## src/rtl/core/cle_pkg.sv

```systemverilog
// Shared types, key codes and the colour menu table for the console line editor.
package cle_pkg;

  // Default ring depth
  localparam int LINE_DEPTH_DEF = 128;

  // Reader status codes
  typedef enum logic [1:0] {
    RD_NONE  = 2'd0,
    RD_EMPTY = 2'd1,
    RD_CHAR  = 2'd2,
    RD_EOF   = 2'd3
  } rd_status_t;

  // Echo codes
  typedef enum logic [1:0] {
    ECHO_NONE  = 2'd0,
    ECHO_CHAR  = 2'd1,
    ECHO_ERASE = 2'd2
  } echo_kind_t;

  // Item kinds
  localparam logic KIND_KEY  = 1'b0;
  localparam logic KIND_READ = 1'b1;

  // Key codes
  localparam logic [7:0] KEY_NUL    = 8'h00;
  localparam logic [7:0] KEY_CTRL_D = 8'h04;
  localparam logic [7:0] KEY_CTRL_H = 8'h08;
  localparam logic [7:0] KEY_LF     = 8'h0A;
  localparam logic [7:0] KEY_CR     = 8'h0D;
  localparam logic [7:0] KEY_CTRL_P = 8'h10;
  localparam logic [7:0] KEY_CTRL_U = 8'h15;
  localparam logic [7:0] KEY_DEL    = 8'h7F;
  localparam logic [7:0] KEY_UP_LO  = 8'h77; // w
  localparam logic [7:0] KEY_UP_HI  = 8'h57; // W
  localparam logic [7:0] KEY_DN_LO  = 8'h73; // s
  localparam logic [7:0] KEY_DN_HI  = 8'h53; // S

  localparam logic [7:0] TOGGLE_KEY_RST = 8'hFF;
  localparam logic [7:0] ATTR_RST       = 8'h07; // white on black

  // Attribute applied by each menu row
  function automatic logic [7:0] row_attr(input logic [1:0] row);
    logic [7:0] attr;
    case (row)
      2'd0:    attr = 8'h07;
      2'd1:    attr = 8'h75;
      2'd2:    attr = 8'h34;
      default: attr = 8'h67;
    endcase
    return attr;
  endfunction

endpackage

```

## src/rtl/core/cle_if.sv

```systemverilog
// Valid/ready channel interfaces for the console line editor input and result streams.
interface cle_in_if;
  logic       valid;
  logic       ready;
  logic       kind;
  logic [7:0] key_code;
  logic       read_in_progress;

  modport source (output valid, kind, key_code, read_in_progress, input ready);
  modport sink   (input valid, kind, key_code, read_in_progress, output ready);
endinterface

interface cle_out_if;
  logic       valid;
  logic       ready;
  logic [1:0] read_status;
  logic [7:0] read_char;
  logic       read_ends_call;
  logic [1:0] echo_kind;
  logic [7:0] echo_char;
  logic [7:0] erase_count;
  logic       wake_reader;
  logic       procdump_request;
  logic       menu_shown;
  logic [1:0] menu_row;
  logic [7:0] text_attr;

  modport source (output valid, read_status, read_char, read_ends_call, echo_kind,
                  echo_char, erase_count, wake_reader, procdump_request, menu_shown,
                  menu_row, text_attr, input ready);
  modport sink   (input valid, read_status, read_char, read_ends_call, echo_kind,
                  echo_char, erase_count, wake_reader, procdump_request, menu_shown,
                  menu_row, text_attr, output ready);
endinterface

```

## src/rtl/core/console_line_editor.sv

```systemverilog
// Console line editor: canonical line discipline over a character ring, with colour menu.
//
// Usage:
//   in_ch carries one transaction per key (kind 0, key_code) or per one-character
//   read (kind 1, read_in_progress). out_ch returns exactly one result transaction
//   for each input transaction, in order: read status and character, echo or erase
//   request, reader wakeup, process dump request, and the menu/attribute state.
//   cfg_we/cfg_wdata set the menu toggle key; write it only while the block is idle.
// Flow: an accepted transaction is held in the input register, then moves into the
//   result register once that register is free to take it.
//   Throughput: one transaction per cycle while out_ch.ready stays high; the ring head character is prefetched
//   from the line store every cycle, with a write bypass, so a read sees a key
//   typed in the previous cycle.
// Reset (rst, synchronous): ring positions cleared, menu closed on row 0,
//   attribute 0x07, toggle key 0xFF. The line store is not cleared; only
//   committed entries are ever read.
// Stall: while out_ch.ready is low the result register holds; the input register
//   still takes one transaction, then in_ch.ready drops until the result moves.
module console_line_editor #(
  parameter int LINE_DEPTH = cle_pkg::LINE_DEPTH_DEF
) (
  input  logic          clk,
  input  logic          rst,
  input  logic          cfg_we,
  input  logic [7:0]    cfg_wdata,
  cle_in_if.sink        in_ch,
  cle_out_if.source     out_ch
);
  import cle_pkg::*;

  localparam int PosMod = 2 * LINE_DEPTH;
  localparam int PW     = $clog2(PosMod);
  localparam int SW     = $clog2(LINE_DEPTH);
  localparam logic [PW-1:0] PosMax = PW'(PosMod - 1);
  localparam logic [PW-1:0] DepthP = PW'(LINE_DEPTH);

  // Position helpers, positions run modulo 2*LINE_DEPTH
  function automatic logic [PW-1:0] pos_inc(input logic [PW-1:0] p);
    return (p == PosMax) ? '0 : p + PW'(1);
  endfunction

  function automatic logic [PW-1:0] pos_dec(input logic [PW-1:0] p);
    return (p == '0) ? PosMax : p - PW'(1);
  endfunction

  function automatic logic [PW-1:0] pos_diff(input logic [PW-1:0] a, input logic [PW-1:0] b);
    logic [PW:0] t;
    t = (a >= b) ? {1'b0, a} - {1'b0, b} : {1'b0, a} + (PW+1)'(PosMod) - {1'b0, b};
    return t[PW-1:0];
  endfunction

  function automatic logic [SW-1:0] slot_of(input logic [PW-1:0] p);
    logic [PW-1:0] s;
    s = (p >= DepthP) ? p - DepthP : p;
    return s[SW-1:0];
  endfunction

  // Configuration
  logic [7:0] toggle_key;

  always_ff @(posedge clk) begin
    if (rst) begin
      toggle_key <= TOGGLE_KEY_RST;
    end else if (cfg_we) begin
      toggle_key <= cfg_wdata;
    end
  end

  // Input register
  logic       in_vld;
  logic       in_kind;
  logic [7:0] in_key;
  logic       in_rip;
  logic       out_vld;
  logic       advance;

  assign advance     = in_vld && (!out_vld || out_ch.ready);
  assign in_ch.ready = !in_vld || advance;

  always_ff @(posedge clk) begin
    if (rst) begin
      in_vld <= 1'b0;
    end else if (in_ch.valid && in_ch.ready) begin
      in_vld <= 1'b1;
    end else if (advance) begin
      in_vld <= 1'b0;
    end
  end

  always_ff @(posedge clk) begin
    if (in_ch.valid && in_ch.ready) begin
      in_kind <= in_ch.kind;
      in_key  <= in_ch.key_code;
      in_rip  <= in_ch.read_in_progress;
    end
  end

  // Editor state
  logic [PW-1:0] read_pos, commit_pos, edit_pos;
  logic [PW-1:0] read_pos_next, commit_pos_next, edit_pos_next;
  logic          menu_open, menu_open_next;
  logic [1:0]    menu_choice, menu_choice_next;
  logic [7:0]    colour_attr, colour_attr_next;

  // Line store with prefetched head character
  logic [7:0]    line_store [LINE_DEPTH];
  logic          wr_en;
  logic [SW-1:0] wr_addr;
  logic [7:0]    wr_data;
  logic [SW-1:0] rd_addr;
  logic [7:0]    mem_rd;
  logic          byp;
  logic [7:0]    byp_data;
  logic [7:0]    head_char;

  assign rd_addr   = slot_of(read_pos_next);
  assign head_char = byp ? byp_data : mem_rd;

  always_ff @(posedge clk) begin
    if (wr_en) begin
      line_store[wr_addr] <= wr_data;
    end
    mem_rd   <= line_store[rd_addr];
    byp      <= wr_en && (wr_addr == rd_addr);
    byp_data <= wr_data;
  end

  // Result fields of the item in the input register
  rd_status_t  r_status;
  logic [7:0]  r_char;
  logic        r_ends;
  echo_kind_t  r_echo;
  logic [7:0]  r_echo_char;
  logic [7:0]  r_erase;
  logic        r_wake;
  logic        r_pdump;

  // Key and read processing
  always_comb begin
    logic [7:0]    c;
    logic [PW-1:0] n;
    logic [PW-1:0] ep;

    read_pos_next    = read_pos;
    commit_pos_next  = commit_pos;
    edit_pos_next    = edit_pos;
    menu_open_next   = menu_open;
    menu_choice_next = menu_choice;
    colour_attr_next = colour_attr;
    wr_en       = 1'b0;
    wr_addr     = slot_of(edit_pos);
    wr_data     = in_key;
    r_status    = RD_NONE;
    r_char      = '0;
    r_ends      = 1'b0;
    r_echo      = ECHO_NONE;
    r_echo_char = '0;
    r_erase     = '0;
    r_wake      = 1'b0;
    r_pdump     = 1'b0;
    c  = in_key;
    n  = pos_diff(edit_pos, commit_pos);
    ep = pos_inc(edit_pos);

    if (advance) begin
      if (in_kind == KIND_KEY) begin
        if (c == toggle_key) begin
          menu_open_next = !menu_open;
        end else if (menu_open) begin
          // menu navigation swallows all other keys
          if (c inside {KEY_UP_LO, KEY_UP_HI}) begin
            menu_choice_next = menu_choice - 2'd1;
          end else if (c inside {KEY_DN_LO, KEY_DN_HI}) begin
            menu_choice_next = menu_choice + 2'd1;
          end else if (c inside {KEY_LF, KEY_CR}) begin
            colour_attr_next = row_attr(menu_choice);
            menu_open_next   = 1'b0;
          end
        end else if (c == KEY_CTRL_P) begin
          r_pdump = 1'b1;
        end else if (c == KEY_CTRL_U) begin
          if (n != '0) begin
            edit_pos_next = commit_pos;
            r_echo        = ECHO_ERASE;
            r_erase       = (32'(n) > 32'd255) ? 8'd255 : 8'(n);
          end
        end else if (c inside {KEY_CTRL_H, KEY_DEL}) begin
          if (n != '0) begin
            edit_pos_next = pos_dec(edit_pos);
            r_echo        = ECHO_ERASE;
            r_erase       = 8'd1;
          end
        end else if (c != KEY_NUL && pos_diff(edit_pos, read_pos) < DepthP) begin
          // ordinary key: store and echo, CR becomes LF
          if (c == KEY_CR) begin
            c = KEY_LF;
          end
          wr_en         = 1'b1;
          wr_data       = c;
          edit_pos_next = ep;
          r_echo        = ECHO_CHAR;
          r_echo_char   = c;
          if (c == KEY_LF || c == KEY_CTRL_D || pos_diff(ep, read_pos) == DepthP) begin
            commit_pos_next = ep;
            r_wake          = 1'b1;
          end
        end
      end else begin
        // one-character read
        if (read_pos == commit_pos) begin
          r_status = RD_EMPTY;
        end else if (head_char == KEY_CTRL_D) begin
          r_status = RD_EOF;
          if (!in_rip) begin
            read_pos_next = pos_inc(read_pos);
          end
        end else begin
          read_pos_next = pos_inc(read_pos);
          r_status      = RD_CHAR;
          r_char        = head_char;
          r_ends        = (head_char == KEY_LF);
        end
      end
    end
  end

  always_ff @(posedge clk) begin
    if (rst) begin
      read_pos    <= '0;
      commit_pos  <= '0;
      edit_pos    <= '0;
      menu_open   <= 1'b0;
      menu_choice <= '0;
      colour_attr <= ATTR_RST;
    end else begin
      read_pos    <= read_pos_next;
      commit_pos  <= commit_pos_next;
      edit_pos    <= edit_pos_next;
      menu_open   <= menu_open_next;
      menu_choice <= menu_choice_next;
      colour_attr <= colour_attr_next;
    end
  end

  // Result register
  rd_status_t o_status;
  logic [7:0] o_char;
  logic       o_ends;
  echo_kind_t o_echo;
  logic [7:0] o_echo_char;
  logic [7:0] o_erase;
  logic       o_wake;
  logic       o_pdump;
  logic       o_menu;
  logic [1:0] o_row;
  logic [7:0] o_attr;

  always_ff @(posedge clk) begin
    if (rst) begin
      out_vld <= 1'b0;
    end else if (advance) begin
      out_vld <= 1'b1;
    end else if (out_ch.ready) begin
      out_vld <= 1'b0;
    end
  end

  always_ff @(posedge clk) begin
    if (advance) begin
      o_status    <= r_status;
      o_char      <= r_char;
      o_ends      <= r_ends;
      o_echo      <= r_echo;
      o_echo_char <= r_echo_char;
      o_erase     <= r_erase;
      o_wake      <= r_wake;
      o_pdump     <= r_pdump;
      o_menu      <= menu_open_next;
      o_row       <= menu_choice_next;
      o_attr      <= colour_attr_next;
    end
  end

  assign out_ch.valid            = out_vld;
  assign out_ch.read_status      = o_status;
  assign out_ch.read_char        = o_char;
  assign out_ch.read_ends_call   = o_ends;
  assign out_ch.echo_kind        = o_echo;
  assign out_ch.echo_char        = o_echo_char;
  assign out_ch.erase_count      = o_erase;
  assign out_ch.wake_reader      = o_wake;
  assign out_ch.procdump_request = o_pdump;
  assign out_ch.menu_shown       = o_menu;
  assign out_ch.menu_row         = o_row;
  assign out_ch.text_attr        = o_attr;

  // Ring ordering: read <= commit <= edit <= read + depth
  logic ring_order_ok;
  assign ring_order_ok = (pos_diff(commit_pos, read_pos) <= pos_diff(edit_pos, read_pos)) &&
                         (pos_diff(edit_pos, read_pos) <= DepthP);

`ifndef ASSERT_OFF
  a_ring_order: assert property (@(posedge clk) disable iff (rst) ring_order_ok)
    else $error("ring positions out of order");

  a_wake_echo: assert property (@(posedge clk) disable iff (rst)
    out_vld && o_wake |-> o_echo == ECHO_CHAR)
    else $error("reader woken without a stored character");

  a_pdump_menu: assert property (@(posedge clk) disable iff (rst)
    out_vld && o_pdump |-> !o_menu)
    else $error("process dump raised while menu open");

  a_read_no_edit: assert property (@(posedge clk) disable iff (rst)
    advance && in_kind == KIND_READ |=> $stable(edit_pos) && $stable(commit_pos))
    else $error("read changed the edit or commit position");
`endif

endmodule

```

## src/flat_wrapper.sv

```systemverilog
// flat-port wrapper written by rule: the top's interface ports become plain ports
module console_line_editor_flat import cle_pkg::*;
#(
  parameter int LINE_DEPTH = cle_pkg::LINE_DEPTH_DEF
)
  (clk, rst, cfg_we, cfg_wdata, in_ch_valid, in_ch_kind, in_ch_key_code, in_ch_read_in_progress, in_ch_ready, out_ch_valid, out_ch_read_status, out_ch_read_char, out_ch_read_ends_call, out_ch_echo_kind, out_ch_echo_char, out_ch_erase_count, out_ch_wake_reader, out_ch_procdump_request, out_ch_menu_shown, out_ch_menu_row, out_ch_text_attr, out_ch_ready);
  cle_in_if in_ch_i ();
  cle_out_if out_ch_i ();
  input  logic clk;
  input  logic rst;
  input  logic cfg_we;
  input  logic [7:0] cfg_wdata;
  input wire logic [$bits(in_ch_i.valid)-1:0] in_ch_valid;
  input wire logic [$bits(in_ch_i.kind)-1:0] in_ch_kind;
  input wire logic [$bits(in_ch_i.key_code)-1:0] in_ch_key_code;
  input wire logic [$bits(in_ch_i.read_in_progress)-1:0] in_ch_read_in_progress;
  output wire logic [$bits(in_ch_i.ready)-1:0] in_ch_ready;
  output wire logic [$bits(out_ch_i.valid)-1:0] out_ch_valid;
  output wire logic [$bits(out_ch_i.read_status)-1:0] out_ch_read_status;
  output wire logic [$bits(out_ch_i.read_char)-1:0] out_ch_read_char;
  output wire logic [$bits(out_ch_i.read_ends_call)-1:0] out_ch_read_ends_call;
  output wire logic [$bits(out_ch_i.echo_kind)-1:0] out_ch_echo_kind;
  output wire logic [$bits(out_ch_i.echo_char)-1:0] out_ch_echo_char;
  output wire logic [$bits(out_ch_i.erase_count)-1:0] out_ch_erase_count;
  output wire logic [$bits(out_ch_i.wake_reader)-1:0] out_ch_wake_reader;
  output wire logic [$bits(out_ch_i.procdump_request)-1:0] out_ch_procdump_request;
  output wire logic [$bits(out_ch_i.menu_shown)-1:0] out_ch_menu_shown;
  output wire logic [$bits(out_ch_i.menu_row)-1:0] out_ch_menu_row;
  output wire logic [$bits(out_ch_i.text_attr)-1:0] out_ch_text_attr;
  input wire logic [$bits(out_ch_i.ready)-1:0] out_ch_ready;
  assign in_ch_i.valid = in_ch_valid;
  assign in_ch_i.kind = in_ch_kind;
  assign in_ch_i.key_code = in_ch_key_code;
  assign in_ch_i.read_in_progress = in_ch_read_in_progress;
  assign in_ch_ready = in_ch_i.ready;
  assign out_ch_valid = out_ch_i.valid;
  assign out_ch_read_status = out_ch_i.read_status;
  assign out_ch_read_char = out_ch_i.read_char;
  assign out_ch_read_ends_call = out_ch_i.read_ends_call;
  assign out_ch_echo_kind = out_ch_i.echo_kind;
  assign out_ch_echo_char = out_ch_i.echo_char;
  assign out_ch_erase_count = out_ch_i.erase_count;
  assign out_ch_wake_reader = out_ch_i.wake_reader;
  assign out_ch_procdump_request = out_ch_i.procdump_request;
  assign out_ch_menu_shown = out_ch_i.menu_shown;
  assign out_ch_menu_row = out_ch_i.menu_row;
  assign out_ch_text_attr = out_ch_i.text_attr;
  assign out_ch_i.ready = out_ch_ready;
  console_line_editor #(.LINE_DEPTH(LINE_DEPTH)) u_core (.clk(clk), .rst(rst), .cfg_we(cfg_we), .cfg_wdata(cfg_wdata), .in_ch(in_ch_i), .out_ch(out_ch_i));
endmodule
```

## config.mk

```make
export PLATFORM = sky130hd
export DESIGN_NAME = console_line_editor_flat
export DESIGN_NICKNAME = d
export VERILOG_FILES = /design/src/rtl/core/cle_pkg.sv /design/src/rtl/core/cle_if.sv /design/src/rtl/core/console_line_editor.sv /design/src/flat_wrapper.sv
export SDC_FILE = /design/constraint.sdc
export NUM_CORES = 1
export LEC_CHECK = 0
export BUFFER_PORTS_ARGS = -buffer_cell sky130_fd_sc_hd__buf_2
export CAP_MARGIN = 20
export CELL_PAD_IN_SITES_DETAIL_PLACEMENT = 1
export CELL_PAD_IN_SITES_GLOBAL_PLACEMENT = 1
export CORE_UTILIZATION = 25
export DETAILED_ROUTE_END_ITERATION = 10
export HOLD_SLACK_MARGIN = 0.03
export PLACE_DENSITY_LB_ADDON = 0.1
export SLEW_MARGIN = 20
export SYNTH_ARGS = -nofsm -noshare
export SYNTH_HDL_FRONTEND = slang
export SYNTH_SLANG_ARGS = --single-unit
```

## constraint.sdc

```tcl
create_clock -name clk -period 12.5 [get_ports clk]
set_clock_uncertainty 0.05 [all_clocks]
set_input_delay 1.875 -clock clk [delete_from_list [all_inputs] [get_ports clk]]
set_output_delay 1.875 -clock clk [all_outputs]
set_load 0.02 [all_outputs]
```

==> reports/qor.txt <==
Run status: finished, final reports clean
Slowest-stage cell, CP: buf_4
CP max stage delay: 0.81 ns
Final Net Count: 3109
Top FF cell, synth: edfxtp_1
CTS sink cnt: 1138
CTS resizes: 0
Vias: 27071
# hold bufs at CTS: 0
Clock Pin Slew Worst Setup and Hold Paths: 0.06 ns
CTS tree: done
Port Buf Inserts: 66
Final min period: 6.16 ns
Post-synthesis instance total: 2979
VDD IR max: 0.119 mV
First-pass GRT wire length: 223 mm
Initial antenna violation count: 3
All-Layer GR Usage: 16.7%
Final instance area: 0.0543 mm2
Simple-gate area share of the yosys netlist: 8.51%
Final ANT Viol Nets: 0
Main combinational cell family by area after synthesis: simple AND/OR/NAND/NOR gates
Post-synthesis compound-gate area fraction: 7.77%
Hpwl dp: 94.7 mm
Leading cell type by number of instances after synthesis: edfxtp_1
Global route overflow: 0
Most instantiated cells after synthesis: edfxtp_1 (1076), nand2_1 (276), nor2_1 (207)
Post-CTS Setup Bufs: 0
Post-synth EDFFs: 1076
Hold WC Path Type: reg -> reg
Average size of a mapped cell: 15.6 um2
Top Ports: 67
Rows: 157
Mux cell area share after synthesis: 7.58%
TritonCTS buffer count: 140
Die height: 433 um
Cell total after placement: 5376
CP Data Required Time: 13.10 ns
YS warnings: 0
Final wirelength: 156 mm
Worst EP arrival: 6.75 ns
Core area: 0.184 mm2
Yosys cell types: 82
Clock latency on the worst-skew pair: 0.80 ns
FFs w/ async S/R, synth: 0%
Fin cells: 5640
Cell taking the most area after synthesis: edfxtp_1
DRT iter0 DRCs: 1783
Critical path class: in -> reg
#FFs+latches synth: 1138
Mapped Area: 0.0465 mm2
Mapped Nets: 3032
Crit end category: register
H-tree level count: 4
Most used cell, CP: buf_4
Adder-cell area share of the yosys netlist: 0.839%
Reg2reg setup slack: 6.43 ns
Dpl cell area: 0.0496 mm2
RSZ-0062 raised after global routing: no
Final Hold Vio Count: 0
Setup violations, final: 0
Slew Viols, Final: 0
Crit Path Max Fanout: 57
Pin count of the biggest net entering global routing: 109
Starting density of the core: 25.3%
Leakage: 17.3 nW
Share of post-route cells with drive strength above 1: 15.9%
Clock root cell: clkbuf_16
Wire length per cell: 27.6 um
Area Growth Syn to Fin: 16.7%
Final worst path period share: 49.2%
Startpoint types: primary input
Worst slew pin tran: 1.13 ns
Top cell type's share of synthesized area: 69.5%
Cells along the critical path: buf_2 > nand2b_1 > nand2_1 > inv_2 > o2111a_1 > and2_2 > buf_4 > nor2_8 > buf_4 > mux4_2 > a22oi_1 > a21oi_1 > nor2_1 > a31oi_1
Vias per std cell: 4.80
Die area: 0.188 mm2
Synth top area cells: edfxtp_1 (69%), mux4_2 (5.9%), dfxtp_1 (2.7%), nand2_1 (2.2%), nor2_1 (1.7%)
Synth Area in XOR/XNOR: 0.885%
Vias in the first global route: 29118
Pwr dens: 156 mW/mm2
DR pass1 iterations: 5
Sequential area share after synthesis: 72.2%
Slew Limit Headroom: 24.8%
RD Place Congestion: 0.781
Max Cap Violations: 0
Die Span X: 433 um
TNS Setup: 0 ns
DR DRC count: 0
FMAX: 162 MHz
Max clock buf depth: 3
logic make-up after synthesis:
family	Yosys count
AOI/OAI and AO/OA	493
xor gates and xnor gates	47
adders and majority gates	30
buffers and inverters	236
DFF	1138
muxes	194
and+or+nand+nor	841
flip-flops by register name, summed over array words and instances (netlist names), 2 cells and up:
name                       flops
u_core.line_store           1024
u_core.byp_data                8
u_core.colour_attr             8
u_core.commit_pos              8
u_core.edit_pos                8
u_core.in_key                  8
u_core.mem_rd                  8
u_core.out_ch.echo_char        8
u_core.out_ch.erase_count      8
u_core.out_ch.read_char        8
u_core.out_ch.text_attr        8
u_core.read_pos                8
u_core.toggle_key              8
u_core.menu_choice             2
u_core.out_ch.echo_kind        2
u_core.out_ch.menu_row         2
u_core.out_ch.read_status      2
layout by cell type (no fill, tap or decap), types with 62 or more instances in the layout:
cell type | Yosys | layout
dfxtp_1 | 62 | 62
nand2_1 | 276 | 272
mux4_2 | 121 | 121
clkbuf_16 | 0 | 142
mux2i_1 | 67 | 67
nor2_1 | 207 | 192
buf_2 | 49 | 66
edfxtp_1 | 1076 | 1076
nand3_1 | 102 | 100
and3_1 | 102 | 102
o21ai_0 | 91 | 91
buf_4 | 7 | 62
a211oi_1 | 79 | 79
critical path, delay by kind of cell:
family	cells	cell delay, ns
multiplexers	1	0.61
AO/OA/AOI/OAI	4	0.82
AND/OR/NAND/NOR	5	1.95
buffers and inverters	4	1.34
where the power goes:
part / internal [W] / total, W / switching (W)
combinational: 0.0000639 / 0.000248 / 0.000184
clock: 0.00232 / 0.00402 / 0.00170
sequential: 0.00419 / 0.00421 / 0.0000190
total: 0.00657 / 0.00848 / 0.00191
cell type report:
| cell class | instances | area (um2) |
|---|---|---|
| fillers | 19199 | 130000 |
| multi-input cells | 1605 | 12000 |
| flip-flops and latches | 1138 | 33600 |
| clock inverters | 81 | 836 |
| repair buffers | 132 | 875 |
| clock buffers | 175 | 3710 |
| diodes | 6 | 15.0 |
| well taps | 2464 | 3080 |
| inverters | 39 | 146 |
worst paths after layout:
kind / to / start / depth (start not counted)
min: u_core.colour_attr[2] / u_core.colour_attr[2] / 1
max reg2reg: u_core.mem_rd[7] / u_core.byp / 12
min reg2reg: u_core.colour_attr[2] / u_core.colour_attr[2] / 1
max: u_core.mem_rd[7] / out_ch_ready / 14
metrics by stage:
| stage | setup WS, ns | utilization [%] | hold WS (ns) | total power (W) |
|---|---|---|---|---|
| after floorplan | 7.08 | - | 0.357 | 0.00442 |
| after global placement | 5.49 | 27.0 | 0.370 | 0.00453 |
| after detailed placement | 5.47 | 27.0 | 0.380 | 0.00454 |
| after CTS | 6.10 | 29.5 | 0.394 | 0.00861 |
| after global routing | 5.95 | 29.5 | 0.427 | 0.00875 |
| final | 6.34 | 29.5 | 0.390 | 0.00848 |
layer usage:
metal  vias to the layer above  wire, um  GRT usage, %
met1                     14450     72500          23.0
li1                      11946         -             -
met5                         -        13             0
met3                       181      5870          2.57
met2                       492     73500          26.8
met4                         2      3720          5.05
(Power assumes the default switching activity.)
